<file path="src/rtl/pcru_pkg.sv">
// Package with the constants, codes and transaction types of the power control register unit.
package pcru_pkg;

  localparam int unsigned OpW   = 3;
  localparam int unsigned AddrW = 32;
  localparam int unsigned SizeW = 2;
  localparam int unsigned DataW = 32;
  localparam int unsigned CntW  = 4;

  localparam logic [AddrW-1:0] RegAddr     = 32'h10C0_01C4;
  localparam logic [DataW-1:0] WriteMask   = 32'h1E00_FFBF;
  localparam logic [DataW-1:0] BitPwrOk    = 32'h2000_0000;
  localparam int unsigned      PwrIntPos   = 30;
  localparam int unsigned      TimerLsb    = 12;
  localparam int unsigned      TimerEnPos  = 11;
  localparam logic [DataW-1:0] BitForceOff = 32'h0000_0200;
  localparam logic [DataW-1:0] BitCold     = 32'h0000_0004;
  localparam logic [DataW-1:0] BitChipSel  = 32'h0000_0002;
  localparam logic [DataW-1:0] BitVccOn    = 32'h0000_0001;
  localparam logic [DataW-1:0] CtrlReset   = BitCold;

  typedef enum logic [OpW-1:0] {
    OP_READ       = 3'd0,
    OP_WRITE      = 3'd1,
    OP_POWER_UP   = 3'd2,
    OP_LATCH_COLD = 3'd3,
    OP_LATCH_WARM = 3'd4,
    OP_APPLY_RST  = 3'd5,
    OP_TICK       = 3'd6,
    OP_WATCHDOG   = 3'd7
  } op_e;

  typedef enum logic [SizeW-1:0] {
    SIZE_BYTE = 2'd0,
    SIZE_HALF = 2'd1,
    SIZE_WORD = 2'd2
  } size_e;

  typedef enum logic [1:0] {
    CAUSE_NONE = 2'd0,
    CAUSE_WARM = 2'd1,
    CAUSE_COLD = 2'd2
  } cause_e;

  typedef struct packed {
    logic [OpW-1:0]   operation;
    logic [AddrW-1:0] address;
    logic [SizeW-1:0] access_size;
    logic [DataW-1:0] write_data;
    logic             power_interrupt_line;
  } in_item_t;

  typedef struct packed {
    logic [DataW-1:0] read_data;
    logic             access_error;
    logic             enter_deep_sleep;
    logic             stop_timer_interrupt;
  } res_item_t;

endpackage

</file>
<file path="src/rtl/pcru_if.sv">
// Valid/ready channel interfaces for the input and result transactions.
interface pcru_in_if;
  logic                        valid;
  logic                        ready;
  logic [pcru_pkg::OpW-1:0]    operation;
  logic [pcru_pkg::AddrW-1:0]  address;
  logic [pcru_pkg::SizeW-1:0]  access_size;
  logic [pcru_pkg::DataW-1:0]  write_data;
  logic                        power_interrupt_line;

  modport source (output valid, operation, address, access_size, write_data,
                  power_interrupt_line, input ready);
  modport sink (input valid, operation, address, access_size, write_data,
                power_interrupt_line, output ready);
endinterface

interface pcru_out_if;
  logic                        valid;
  logic                        ready;
  logic [pcru_pkg::DataW-1:0]  read_data;
  logic                        access_error;
  logic                        enter_deep_sleep;
  logic                        stop_timer_interrupt;

  modport source (output valid, read_data, access_error, enter_deep_sleep,
                  stop_timer_interrupt, input ready);
  modport sink (input valid, read_data, access_error, enter_deep_sleep,
                stop_timer_interrupt, output ready);
endinterface

</file>
<file path="src/rtl/pcru_in_reg.sv">
// Input register stage that captures one transaction and holds it until it moves on.
module pcru_in_reg (
  input  logic               clk_i,
  input  logic               rst_ni,
  pcru_in_if.sink            in_i,
  input  logic               advance_i,
  output logic               valid_o,
  output pcru_pkg::in_item_t item_o
);
  import pcru_pkg::*;

  logic     valid_d, valid_q;
  in_item_t item_q;
  logic     load;

  assign in_i.ready = !valid_q || advance_i;
  assign load       = in_i.valid && in_i.ready;

  always_comb begin
    valid_d = valid_q;
    if (load) begin
      valid_d = 1'b1;
    end else if (advance_i) begin
      valid_d = 1'b0;
    end
  end

  always_ff @(posedge clk_i or negedge rst_ni) begin
    if (!rst_ni) begin
      valid_q <= 1'b0;
    end else begin
      valid_q <= valid_d;
    end
  end

  always_ff @(posedge clk_i) begin
    if (load) begin
      item_q.operation            <= in_i.operation;
      item_q.address              <= in_i.address;
      item_q.access_size          <= in_i.access_size;
      item_q.write_data           <= in_i.write_data;
      item_q.power_interrupt_line <= in_i.power_interrupt_line;
    end
  end

  assign valid_o = valid_q;
  assign item_o  = item_q;

endmodule

</file>
<file path="src/rtl/pcru_core.sv">
// Register state and the single-pass update logic for one transaction.
module pcru_core (
  input  logic                clk_i,
  input  logic                rst_ni,
  input  logic                fire_i,
  input  pcru_pkg::in_item_t  item_i,
  output pcru_pkg::res_item_t result_o
);
  import pcru_pkg::*;

  logic [DataW-1:0] ctrl_d, ctrl_q;
  cause_e           cause_d, cause_q;
  logic             armed_d, armed_q;
  logic [CntW-1:0]  ticks_d, ticks_q;

  logic             good;
  logic [DataW-1:0] wr_word;
  logic             prev_on, next_on;
  logic [CntW-1:0]  wr_count;

  assign good = (item_i.address == RegAddr) && (item_i.access_size == SIZE_WORD);
  assign wr_word  = item_i.write_data & WriteMask;
  assign prev_on  = |(ctrl_q & (BitVccOn | BitChipSel));
  assign next_on  = |(wr_word & (BitVccOn | BitChipSel));
  assign wr_count = wr_word[TimerLsb +: CntW];

  always_comb begin
    ctrl_d   = ctrl_q;
    cause_d  = cause_q;
    armed_d  = armed_q;
    ticks_d  = ticks_q;
    result_o = '0;
    case (op_e'(item_i.operation))
      OP_READ: begin
        if (good) begin
          result_o.read_data = ctrl_q | BitPwrOk;
          result_o.read_data[PwrIntPos] = item_i.power_interrupt_line;
        end else begin
          result_o.access_error = 1'b1;
        end
      end
      OP_WRITE: begin
        if (good) begin
          ctrl_d = wr_word;
          result_o.enter_deep_sleep = prev_on && !next_on;
          if (wr_word[TimerEnPos] && !ctrl_q[TimerEnPos]) begin
            ticks_d = wr_count;
            if (wr_count == '0) begin
              armed_d = 1'b0;
              result_o.stop_timer_interrupt = 1'b1;
            end else begin
              armed_d = 1'b1;
            end
          end else if (!wr_word[TimerEnPos] && ctrl_q[TimerEnPos]) begin
            armed_d = 1'b0;
          end
        end else begin
          result_o.access_error = 1'b1;
        end
      end
      OP_POWER_UP: begin
        ctrl_d = ctrl_q | BitForceOff | BitChipSel | BitVccOn;
      end
      OP_LATCH_COLD: begin
        cause_d = CAUSE_COLD;
      end
      OP_LATCH_WARM: begin
        cause_d = CAUSE_WARM;
      end
      OP_APPLY_RST: begin
        case (cause_q)
          CAUSE_COLD: ctrl_d = ctrl_q | BitCold;
          CAUSE_WARM: ctrl_d = ctrl_q & ~BitCold;
          default:    result_o.access_error = 1'b1;
        endcase
        cause_d = CAUSE_NONE;
      end
      OP_TICK: begin
        if (armed_q) begin
          if (ticks_q <= CntW'(1)) begin
            ticks_d = '0;
            armed_d = 1'b0;
            result_o.stop_timer_interrupt = 1'b1;
          end else begin
            ticks_d = ticks_q - CntW'(1);
          end
        end
      end
      default: begin
        result_o.access_error = 1'b1;
      end
    endcase
  end

  always_ff @(posedge clk_i or negedge rst_ni) begin
    if (!rst_ni) begin
      ctrl_q  <= CtrlReset;
      cause_q <= CAUSE_NONE;
      armed_q <= 1'b0;
      ticks_q <= '0;
    end else if (fire_i) begin
      ctrl_q  <= ctrl_d;
      cause_q <= cause_d;
      armed_q <= armed_d;
      ticks_q <= ticks_d;
    end
  end

endmodule

</file>
<file path="src/rtl/power_control_register_unit.sv">
// Top level of the power control register unit with its result register.
//
// The unit holds one 32-bit power control register together with its reset
// cause latch and a four-bit stop timer. Transactions arrive on the in_i
// channel, one operation each (read, write, power up, cause latch, apply
// reset, tick or watchdog, the last answered with an access error), and each
// produces exactly one result transaction on the out_o channel.
// A transaction is captured in the input register, evaluated by the update
// logic once the result register is free or being emptied, and stored in the
// result register together with the new register state.
// One transaction is accepted in every cycle while the receiver takes every
// result; the rate is set by the single pass through the update logic between
// the two registers.
// Reset clears both stages and loads the register with only the cold-start
// bit set, no latched cause and the timer disarmed.
// When the receiver stalls, the result register holds its transaction and the
// input register can still take one more, after which in_i.ready falls.
module power_control_register_unit (
  input  logic      clk_i,
  input  logic      rst_ni,
  pcru_in_if.sink   in_i,
  pcru_out_if.source out_o
);
  import pcru_pkg::*;

  logic      stage_valid;
  in_item_t  stage_item;
  logic      advance;
  logic      fire;
  res_item_t result;

  logic      out_valid_d, out_valid_q;
  res_item_t res_q;

  assign advance = !out_valid_q || out_o.ready;
  assign fire    = stage_valid && advance;

  pcru_in_reg u_in_reg (
    .clk_i     (clk_i),
    .rst_ni    (rst_ni),
    .in_i      (in_i),
    .advance_i (advance),
    .valid_o   (stage_valid),
    .item_o    (stage_item)
  );

  pcru_core u_core (
    .clk_i    (clk_i),
    .rst_ni   (rst_ni),
    .fire_i   (fire),
    .item_i   (stage_item),
    .result_o (result)
  );

  always_comb begin
    out_valid_d = out_valid_q;
    if (fire) begin
      out_valid_d = 1'b1;
    end else if (out_o.ready) begin
      out_valid_d = 1'b0;
    end
  end

  always_ff @(posedge clk_i or negedge rst_ni) begin
    if (!rst_ni) begin
      out_valid_q <= 1'b0;
    end else begin
      out_valid_q <= out_valid_d;
    end
  end

  always_ff @(posedge clk_i) begin
    if (fire) begin
      res_q <= result;
    end
  end

  assign out_o.valid                = out_valid_q;
  assign out_o.read_data            = res_q.read_data;
  assign out_o.access_error         = res_q.access_error;
  assign out_o.enter_deep_sleep     = res_q.enter_deep_sleep;
  assign out_o.stop_timer_interrupt = res_q.stop_timer_interrupt;

endmodule

</file>
<file path="src/flat_wrapper.sv">
// flat-port wrapper written by rule: the top's interface ports become plain ports
module power_control_register_unit_flat import pcru_pkg::*;
  (clk_i, rst_ni, in_i_valid, in_i_operation, in_i_address, in_i_access_size, in_i_write_data, in_i_power_interrupt_line, in_i_ready, out_o_valid, out_o_read_data, out_o_access_error, out_o_enter_deep_sleep, out_o_stop_timer_interrupt, out_o_ready);
  pcru_in_if in_i_i ();
  pcru_out_if out_o_i ();
  input  logic clk_i;
  input  logic rst_ni;
  input wire logic [$bits(in_i_i.valid)-1:0] in_i_valid;
  input wire logic [$bits(in_i_i.operation)-1:0] in_i_operation;
  input wire logic [$bits(in_i_i.address)-1:0] in_i_address;
  input wire logic [$bits(in_i_i.access_size)-1:0] in_i_access_size;
  input wire logic [$bits(in_i_i.write_data)-1:0] in_i_write_data;
  input wire logic [$bits(in_i_i.power_interrupt_line)-1:0] in_i_power_interrupt_line;
  output wire logic [$bits(in_i_i.ready)-1:0] in_i_ready;
  output wire logic [$bits(out_o_i.valid)-1:0] out_o_valid;
  output wire logic [$bits(out_o_i.read_data)-1:0] out_o_read_data;
  output wire logic [$bits(out_o_i.access_error)-1:0] out_o_access_error;
  output wire logic [$bits(out_o_i.enter_deep_sleep)-1:0] out_o_enter_deep_sleep;
  output wire logic [$bits(out_o_i.stop_timer_interrupt)-1:0] out_o_stop_timer_interrupt;
  input wire logic [$bits(out_o_i.ready)-1:0] out_o_ready;
  assign in_i_i.valid = in_i_valid;
  assign in_i_i.operation = in_i_operation;
  assign in_i_i.address = in_i_address;
  assign in_i_i.access_size = in_i_access_size;
  assign in_i_i.write_data = in_i_write_data;
  assign in_i_i.power_interrupt_line = in_i_power_interrupt_line;
  assign in_i_ready = in_i_i.ready;
  assign out_o_valid = out_o_i.valid;
  assign out_o_read_data = out_o_i.read_data;
  assign out_o_access_error = out_o_i.access_error;
  assign out_o_enter_deep_sleep = out_o_i.enter_deep_sleep;
  assign out_o_stop_timer_interrupt = out_o_i.stop_timer_interrupt;
  assign out_o_i.ready = out_o_ready;
  power_control_register_unit u_core (.clk_i(clk_i), .rst_ni(rst_ni), .in_i(in_i_i), .out_o(out_o_i));
endmodule
</file>
<file path="config.mk">
export PLATFORM = sky130hd
export DESIGN_NAME = power_control_register_unit_flat
export DESIGN_NICKNAME = d
export VERILOG_FILES = /design/src/rtl/pcru_pkg.sv /design/src/rtl/pcru_if.sv /design/src/rtl/pcru_in_reg.sv /design/src/rtl/pcru_core.sv /design/src/rtl/power_control_register_unit.sv /design/src/flat_wrapper.sv
export SDC_FILE = /design/constraint.sdc
export NUM_CORES = 1
export LEC_CHECK = 0
export ABC_AREA = 1
export BUFFER_PORTS_ARGS = -buffer_cell sky130_fd_sc_hd__buf_2
export CORE_MARGIN = 8
export CORE_UTILIZATION = 40
export CTS_CLUSTER_SIZE = 40
export DETAILED_ROUTE_END_ITERATION = 10
export GPL_TIMING_DRIVEN = 0
export PLACE_DENSITY_LB_ADDON = 0.15
export SLEW_MARGIN = 10
export SYNTH_ARGS = -nofsm -noshare
export SYNTH_HDL_FRONTEND = slang
export SYNTH_SLANG_ARGS = --single-unit
</file>
<file path="constraint.sdc">
create_clock -name clk_i -period 1.85 [get_ports clk_i]
set_input_delay 0.37 -clock clk_i [delete_from_list [all_inputs] [get_ports clk_i]]
set_output_delay 0.37 -clock clk_i [all_outputs]
set_load 0.01 [all_outputs]
</file>
==> results.md, run 1 <==
- Status: completed
- Via count: 2,809
- Slowest CP cell: edfxtp_1
- Num CTS Buffers: 9
- CP max FO: 10
- Final Setup Violations: 0
- Die Ht: 122 microns
- Reg2reg setup slack: 0.19 ns
- Critical Path, Cell by Cell: nor2_1 -> nand4_1 -> nor2_1 -> nand2_1 -> nor3_2 -> inv_2 -> buf_6 -> nor2_2
- Number of antenna violations at the first check in global routing: 0
- Hpwl dp: 5.81 mm
- Syn Inst Count: 391
- Least-Margin Pin Slew: 0.657 ns
- Clock Latency Late Sink: 0.34 ns
- Sequential share of the synthesized area: 69.2%
- CTS tree: built
- Setup TNS: 0 ns
- Crit Reg-Reg Endpoint: u_core.out_o.read_data[5]
- Synth Area per Inst: 11.6 sq um
- Synth top area share: 53.7%
- DP Cell Count: 630
- Initial core utilization: 40.4%
- Async S/R FF share, synth: 25.7%
- Num Clock Sinks: 109
- Share of cells above drive strength 1: 32.3%
- Area leader, netlist: edfxtp_1
- Crit. End Element: register
- Wire length on met2: 3.83 mm
- GP Congestion: 0.772
- Relative slew slack: 56.2%
- CTS root buffer: clkbuf_16
- Core area: 11,200 sq um
- Non-filler cells, final: 647
- Antenna diodes: 0
- Pint: 4.20 mW
- Synth Register Bits: 109
- Vias per inst: 4.34
- Max Cap Violations: 0
- Critical Path Source: u_core.u_in_reg.item_o[62]
- Leak Pwr: 2.46 nW
- Worst setup margin: 0.187 ns
- PortBufs: 86
- Vias in the first global route: 2,835
- Setup Skew: 0.00935 ns
- HP Class: in -> async
- I/O pins: 111
- Post-synth EDFFs: 81
- Peak VDD IR: 0.440 mV
- Fmax: 601 MHz
- Synth Warn #: 0
- Die area: 15,000 sq um
- Final number of max-transition violations: 0
- Global-route wire length before repair: 13.2 mm
- Remaining antenna violation count: 0
- WP data required: 2.05 ns
- P&R area growth vs syn: 21.2%
- Post-layout minimum cycle time: 1.66 ns
- Post-route DRC: 0
- Metal3 WL: 637 microns
- Gate power share: 13.8%
- Critical Path AT: 1.87 ns
- Clk network pwr share: 32.3%
- Gr usage total: 11.2%
- Deepest clock path buffer count: 2
- Die width: 122 microns
- Sw Ratio: 26.0%
- Most used cell, CP: nor2_1
- # Post-CTS Setup Buffers: 0
- Setup Slack @ Placement: -0.482 ns
- Critical Setup Path Class: reg -> reg
- WL met1: 3.29 mm
- Count leader, synth: edfxtp_1
- NetSw: 1.47 mW
- Deepest level of the CTS H-tree: 3
- FF-to-FF path depth: 8
- WL final: 7.89 mm
- Crit path launch type: register
- Most common flop cell mapped by yosys: edfxtp_1
- Clock slew at reported path FFs: 0.07 ns
- Pre-antenna DRT Iters: 4
- Area contributors post-synth: edfxtp_1 54%, dfrtp_1 15%, nand2_1 6.5%, inv_1 4.5%, nor2_2 3.0%
- Iter 0 DRT Violations: 124
- Hold Vio Cnt, Final: 0
- Grt ovf: 0
- Synth cell types: 32
- Cell area after placement: 5190 sq um
- CP peak stage delay: 0.36 ns
- Largest net degree at the start of global routing: 34
- RSZ-0062 raised after global routing: no
- R2r startpoint: u_core.u_in_reg.item_o[62]
- Layout fillers: 1,024
- Nets: 577
- Top Metal Used: met4
- Routed length per instance: 12.2 microns
- Cell Area, Synth: 4530 sq um
- Synth cell count leaders: 81 x edfxtp_1, 79 x nand2_1, 54 x inv_1
- Post-route cell area: 5490 sq um
- Final Cycle Share: 89.9%
- Row cnt: 39
- Pwr dens: 1030 nW/um^2
- Reg power frac: 53.9%
- CP endpoint: u_core.out_o.read_data[5]
-- routing by layer --
| layer | global-route usage [%] | up-vias |
|---|---|---|
| met5 | 0 | - |
| met4 | 4.95 | 0 |
| met3 | 3.73 | 11 |
| met2 | 18.8 | 89 |
| met1 | 12.7 | 1230 |
| li1 | - | 1479 |
-- how the worst min path moves through the flow --
stage / start / endpoint / cells past startpoint
after floorplan: rst_ni / u_core.out_o.valid / 0
after global placement: rst_ni / u_core.u_core.ticks_q[3] / 1
after detailed placement: rst_ni / u_core.u_core.ticks_q[1] / 1
after CTS: rst_ni / u_core.u_core.ctrl_q[28] / 1
after global routing: rst_ni / u_core.u_core.ctrl_q[28] / 1
final: rst_ni / u_core.u_core.ctrl_q[28] / 1
-- layout by cell type (no fill, tap or decap), types with 2 or more instances in the layout --
cell,synthesis,routed
inv_1,54,53
nor2_2,22,22
o21ai_1,1,2
conb_1,1,11
ha_1,4,4
buf_4,12,12
edfxtp_1,81,81
nand3_2,3,4
o21ai_0,4,3
buf_6,4,5
clkinv_4,1,2
o31ai_1,2,2
nor2_1,36,36
nand4_1,12,12
dfrtp_1,27,27
nand2_1,79,78
nand3_1,24,23
inv_6,0,3
clkbuf_16,0,9
clkinvlp_4,0,2
o22ai_1,3,3
inv_2,4,4
buf_2,3,88
nand2_2,3,4
-- flip-flops by register name (all words and copies together), names as in the netlist --
name,cells
u_core.out_o.stop_timer_interrupt,1
u_core.u_core.ctrl_q,19
u_core.u_in_reg.valid_o,1
u_core.u_core.armed_q,1
u_core.out_o.enter_deep_sleep,1
u_core.out_o.valid,1
u_core.u_core.ticks_q,4
u_core.out_o.read_data,21
u_core.u_core.cause_q,2
u_core.out_o.access_error,1
u_core.u_in_reg.item_o,57
-- what timing repair did --
action                     in CTS  in global routing
hold buffers                    0                  0
setup endpoints to repair      90                 26
gates resized for setup         2                  2
gates cloned                    1                  0
-- final cells by class --
type | count | area [sq um] | share of cell area [%]
sequential | 109 | 3130 | 57.0
multi-input combinational | 214 | 1070 | 19.4
timing repair buffer | 86 | 430 | 7.83
clock buffer | 10 | 239 | 4.35
inverter | 59 | 230 | 4.19
tap | 143 | 179 | 3.26
buffer | 19 | 156 | 2.85
clock inverter | 6 | 51.3 | 0.934
timing repair inverter | 1 | 7.51 | 0.137
-- critical path, delay by kind of cell, from the launching register on --
kind	cells	cell delay [ns]
buffers and inverters	2	0.24
and+or+nand+nor	6	0.93
DFF	1	0.36
-- stage by stage --
step                      hold WS, ns  utilization (%)  total power, mW
after floorplan                0.0744                -             3.62
after global placement          0.440             46.2             3.87
after detailed placement        0.443             46.2             3.90
after CTS                      0.0762             48.9             5.75
after global routing            0.104             49.0             5.98
final                          0.0573             49.0             5.68
-- logic make-up (layout without fill, tap and decap cells) --
kind of cell / after synthesis / after routing / share of synthesized area (%)
buf+inv: 78 / 181 / 8.31
flops: 109 / 109 / 69.2
other cells: 1 / 11 / 0.0827
fa+ha+maj: 4 / 4 / 1.10
simple gates: 184 / 184 / 19.1
compound gates: 14 / 14 / 2.10
xor+xnor: 1 / 1 / 0.193
-- power by group through the flow --
stage	logic, mW	registers (mW)	clock network [mW]
after global routing	0.913	3.10	1.97
final	0.787	3.06	1.83
after CTS	0.794	3.06	1.90
after global placement	0.757	3.11	0
after detailed placement	0.783	3.12	0
after floorplan	0.490	3.13	0
(Power assumes the default switching activity.)
==> run 2, diff against run 1 <==
--- a/config.mk
+++ b/config.mk
@@ -7,6 +7,7 @@
 export LEC_CHECK = 0
 export ABC_AREA = 1
 export BUFFER_PORTS_ARGS = -buffer_cell sky130_fd_sc_hd__buf_2
+export CORE_ASPECT_RATIO = 1.75
 export CORE_MARGIN = 8
 export CORE_UTILIZATION = 40
 export CTS_CLUSTER_SIZE = 40
==> results.md, run 2 (synthesis gave the netlist of run 1 again) <==
- CP max FO: 33
- Leak Pwr: 2.45 nW
- Hpwl dp: 6.01 mm
- Vias in the first global route: 2,888
- Pwr dens: 1040 nW/um^2
- Levels on crit path: 5
- Nets: 577
- Deepest level of the CTS H-tree: 3
- Setup Slack @ Placement: -0.462 ns
- WP data required: 1.85 ns
- Num CTS Buffers: 9
- Row cnt: 51
- PortBufs: 86
- Routed length per instance: 12.4 microns
- Crit. End Element: register
- WHS: 0.0563 ns
- Core area: 11,100 sq um
- DP Cell Count: 619
- Grt ovf: 0
- Relative slew slack: 55.0%
- Critical Path AT: 1.74 ns
- Antenna diodes: 0
- Largest net degree at the start of global routing: 34
- Most used cell, CP: nand2_1
- Pre-antenna DRT Iters: 4
- Status: completed
- CTS tree: built
- Max Cap Violations: 0
- Deepest clock path buffer count: 2
- Commonest cells after routing, fill and taps aside: 88 x buf_2, 81 x edfxtp_1, 78 x nand2_1
- Remaining antenna violation count: 0
- CP peak stage delay: 0.41 ns
- Max reg flops: 57
- Via count: 2,809
- Clock slew at reported path FFs: 0.07 ns
- Crit path launch type: register
- Num Clock Sinks: 109
- Final number of max-transition violations: 0
- Non-filler cells, final: 636
- Worst setup margin: 0.109 ns
- GP Congestion: 0.775
- Final Cycle Share: 94.1%
- Iter 0 DRT Violations: 109
- WL final: 7.87 mm
- Reg2reg setup slack: 0.11 ns
- Least-Margin Pin Slew: 0.675 ns
- Hold buffers post-CTS: 0
- Initial core utilization: 40.8%
- Share of cells above drive strength 1: 32.1%
- Post-layout minimum cycle time: 1.74 ns
- Clock Latency Late Sink: 0.34 ns
- Critical path buffers and inverters: 3
- Number of antenna violations at the first check in global routing: 0
- Setup TNS: 0 ns
- RSZ-0062 raised after global routing: no
- CTS root buffer: clkbuf_16
- Layout fillers: 1,045
- Global-route wire length before repair: 12.9 mm
- Die width: 96.5 microns
- Power, Total: 5.72 mW
- Die area: 15,100 sq um
- Peak VDD IR: 0.944 mV
- Cell family with most CP delay: buffers and inverters
- R2r startpoint: u_core.out_o.valid
- CP endpoint: u_core.out_o.read_data[5]
- Critical Setup Path Class: reg -> reg
- Hold Vio Cnt, Final: 0
- Post-route DRC: 0
- Critical Path, Cell by Cell: nand2_1 -> nand2_1 -> inv_1 -> buf_2 -> buf_4
- Setup Skew: 0.0119 ns
- Crit Reg-Reg Endpoint: u_core.out_o.read_data[5]
- Slowest CP cell: dfrtp_1
- P&R area growth vs syn: 21.1%
- Critical Path Source: u_core.out_o.valid
- I/O pins: 111
- Most common cell after layout, fill and taps aside: buf_2
- Fmax: 575 MHz
- HP Class: in -> async
- Final Setup Violations: 0
- Gr usage total: 11.1%
- FF-to-FF path depth: 5
- Die Ht: 157 microns
- Vias per inst: 4.42
-- run 2: per-stage QoR --
step           utilization [%]  cell area, sq um
4_1_cts                   49.4              5490
5_1_grt                   49.4              5490
2_1_floorplan                -              4580
6_report                  49.4              5490
3_3_place_gp              46.6              5180
3_5_place_dp              46.6              5180
-- run 2: report_power, final --
part | total [mW] | leakage (nW) | switching [mW] | internal (mW)
combinational | 0.772 | 1.15 | 0.483 | 0.288
clock | 1.88 | 0.139 | 0.823 | 1.06
sequential | 3.06 | 1.16 | 0.127 | 2.94
total | 5.72 | 2.45 | 1.43 | 4.28
-- run 2: worst min path at each step --
stage / to / slack (ns) / cells after the start
finish: u_core.u_core.ctrl_q[9] / 0.06 / 1
CTS: u_core.out_o.valid / 0.07 / 1
global route: u_core.u_core.ctrl_q[9] / 0.1 / 1
floorplan: u_core.out_o.valid / 0.07 / 0
detailed placement: u_core.out_o.valid / 0.45 / 1
global placement: u_core.u_core.ctrl_q[9] / 0.44 / 1
-- run 2: worst register-to-register path: cells and delay by family (launching register included) --
kind	cells	cell delay, ns
and+or+nand+nor	2	0.21
buffers and inverters	3	0.77
DFF	1	0.41
-- run 2: cell type report --
cell class / count / area [sq um] / area share, %
buffer: 19 / 153 / 2.78
clock buffer: 10 / 229 / 4.17
clock inverter: 6 / 71.3 / 1.30
inverter: 59 / 230 / 4.20
multi-input combinational: 214 / 1070 / 19.4
sequential: 109 / 3130 / 57.1
tap: 132 / 165 / 3.01
timing repair buffer: 86 / 430 / 7.84
timing repair inverter: 1 / 7.51 / 0.137
-- run 2: per-layer routing --
| metal | routed length, microns | global-route usage, % | vias up |
|---|---|---|---|
| li1 | - | - | 1479 |
| met1 | 2830 | 10.7 | 1238 |
| met2 | 4340 | 20.8 | 79 |
| met3 | 546 | 2.64 | 13 |
| met4 | 154 | 5.44 | 0 |
| met5 | 0 | 0 | - |
-- run 2: timing repair --
item                       CTS  global route
resized for setup            2             0
setup endpoints to repair   90             0
buffers inserted             0             0
==> run 3, diff against run 2 <==
--- a/config.mk
+++ b/config.mk
@@ -7,9 +7,11 @@
 export LEC_CHECK = 0
 export ABC_AREA = 1
 export BUFFER_PORTS_ARGS = -buffer_cell sky130_fd_sc_hd__buf_2
+export CELL_PAD_IN_SITES_DETAIL_PLACEMENT = 1
+export CELL_PAD_IN_SITES_GLOBAL_PLACEMENT = 2
 export CORE_ASPECT_RATIO = 1.75
-export CORE_MARGIN = 8
-export CORE_UTILIZATION = 40
+export CORE_MARGIN = 3
+export CORE_UTILIZATION = 31
 export CTS_CLUSTER_SIZE = 40
 export DETAILED_ROUTE_END_ITERATION = 10
 export GPL_TIMING_DRIVEN = 0
==> constraint.sdc (replaced) <==
create_clock -name clk_i -period 1.6 [get_ports clk_i]
set_input_delay 0.32 -clock clk_i [delete_from_list [all_inputs] [get_ports clk_i]]
set_output_delay 0.32 -clock clk_i [all_outputs]
set_load 0.01 [all_outputs]
==> results.md, run 3 (synthesis gave the netlist of run 1 again) <==
- Vias per inst: 4.34
- Gr usage total: 11.4%
- Met3 usage: 2.48%
- Remaining antenna violation count: 0
- Nets: 591
- Num CTS Buffers: 9
- Slowest CP cell: edfxtp_1
- DP Cell Count: 664
- Via count: 3,016
- Vias in the first global route: 3,183
- Cell area after placement: 5240 sq um
- CP max FO: 10
- Share of cells above drive strength 1: 36.3%
- FF-to-FF path depth: 10
- Deepest clock path buffer count: 2
- Largest net degree at the start of global routing: 34
- Least-Margin Pin Slew: 0.688 ns
- Hold Vio Cnt, Final: 0
- P&R area growth vs syn: 28.4%
- Number of antenna violations at the first check in global routing: 0
- GP Congestion: 0.819
- Clock Latency Late Sink: 0.34 ns
- Final Cycle Share: 104%
- Max Cap Violations: 0
- Setup Skew: 0.00869 ns
- Final Setup Violations: 30
- Fmax: 600 MHz
- Critical Path, Cell by Cell: nor2_1 -> nand2_1 -> nor2_2 -> nand2_2 -> nor2_4 -> nand2_4 -> nor3_4 -> inv_2 -> buf_12 -> nor2_2
- I/O pins: 111
- WHS: 0.00639 ns
- Non-filler cells, final: 695
- Die width: 97.4 microns
- Power, Total: 6.81 mW
- Crit. End Element: register
- Grt met1 use: 11.7%
- Num Clock Sinks: 109
- Max reg flops: 57
- Hpwl dp: 6.55 mm
- Crit path launch type: register
- Iter 0 DRT Violations: 86
- Peak VDD IR: 0.543 mV
- Global-route wire length before repair: 14.8 mm
- Crit Reg-Reg Endpoint: u_core.out_o.read_data[12]
- Layout fillers: 1,594
- Pre-antenna DRT Iters: 4
- Status: finished, violations left
- GR peak layer: met2
- Critical path buffers and inverters: 2
- Commonest cells after routing, fill and taps aside: 86 x buf_2, 81 x edfxtp_1, 73 x nand2_1
- WL final: 9.23 mm
- Post-route cell area: 5820 sq um
- Most used cell, CP: nor2_2
- RSZ-0062 raised after global routing: yes
- Most common cell after layout, fill and taps aside: buf_2
- Row cnt: 57
- Worst setup margin: -0.0680 ns
- Deepest level of the CTS H-tree: 3
- Antenna diodes: 0
- WP data required: 1.80 ns
- Die Ht: 166 microns
- Cell family with most CP delay: simple AND/OR/NAND/NOR gates
- Leak Pwr: 2.58 nW
- Register Area: 3130 sq um
- CTS tree: built
- Pwr dens: 1170 nW/um^2
- CP peak stage delay: 0.36 ns
- HP Class: in -> async
- Area of the multi-input gates: 1150 sq um
- Relative slew slack: 54.1%
- Reg2reg setup slack: -0.07 ns
- Post-layout minimum cycle time: 1.67 ns
- Hold buffers post-CTS: 0
- M2 GR Usage: 22.0%
- Critical Setup Path Class: reg -> reg
- Routed length per instance: 13.3 microns
- Grt ovf: 0
- CTS root buffer: clkbuf_16
- R2r startpoint: u_core.u_in_reg.item_o[48]
- Post-route DRC: 0
- Clock slew at reported path FFs: 0.08 ns
- Critical Path AT: 1.87 ns
- Initial core utilization: 32.1%
- Die area: 16,200 sq um
- PortBufs: 86
- Failing checks: setup timing
- Final number of max-transition violations: 0
- Core area: 14,100 sq um
## run 3: cell count changes in the layout (fill, tap and decap cells not counted), sizes merged
cell and change:
buf +11, inv +3
## run 3: layer usage
layer	share of wire, %	vias to the layer above
li1	-	1501
met1	36	1431
met2	58	73
met3	4.8	11
met4	1.8	0
met5	0	-
## run 3: final cells by class
class                   count  share of cell area, %
flip-flops and latches    109                   53.9
multi-input cells         214                   19.7
repair buffers             98                   9.74
inverters                  59                   3.96
clock buffers               9                   3.87
well taps                 177                   3.81
plain buffers              19                   3.29
clock inverters             7                   1.36
repair inverters            3                  0.387
## run 3: worst max-delay path by stage
| stage | start | to | slack [ns] | depth (start not counted) |
|---|---|---|---|---|
| floorplan | u_core.out_o.valid | u_core.u_in_reg.item_o[0] | -0.25 | 3 |
| global placement | out_o_ready | u_core.u_in_reg.item_o[8] | -0.63 | 5 |
| detailed placement | out_o_ready | u_core.u_in_reg.item_o[64] | -0.74 | 5 |
| CTS | u_core.u_in_reg.item_o[48] | u_core.out_o.read_data[12] | -0.11 | 10 |
| global route | u_core.u_in_reg.item_o[56] | u_core.out_o.read_data[9] | -0.19 | 10 |
| finish | u_core.u_in_reg.item_o[48] | u_core.out_o.read_data[12] | -0.07 | 10 |
## run 3: repair_timing
item,in CTS,in global routing
endpoints found under the hold margin,0,0
cloned,1,3
setup endpoints to repair,121,126
buffers inserted,6,5
gates resized for setup,17,19
pin swaps,2,3
## run 3: where the power goes
part | switching (mW) | internal [mW]
clock | 1.01 | 1.24
sequential | 0.150 | 3.39
combinational | 0.621 | 0.399
## run 3: per-stage QoR
step | setup TNS, ns | utilization (%) | setup WS [ns]
5_1_grt | -5.86 | 41.2 | -0.193
2_1_floorplan | -14.13 | - | -0.248
4_1_cts | -4.57 | 40.1 | -0.109
3_5_place_dp | -52.21 | 37.1 | -0.735
3_3_place_gp | -45.28 | 37.1 | -0.635
6_report | -1.01 | 41.2 | -0.0680
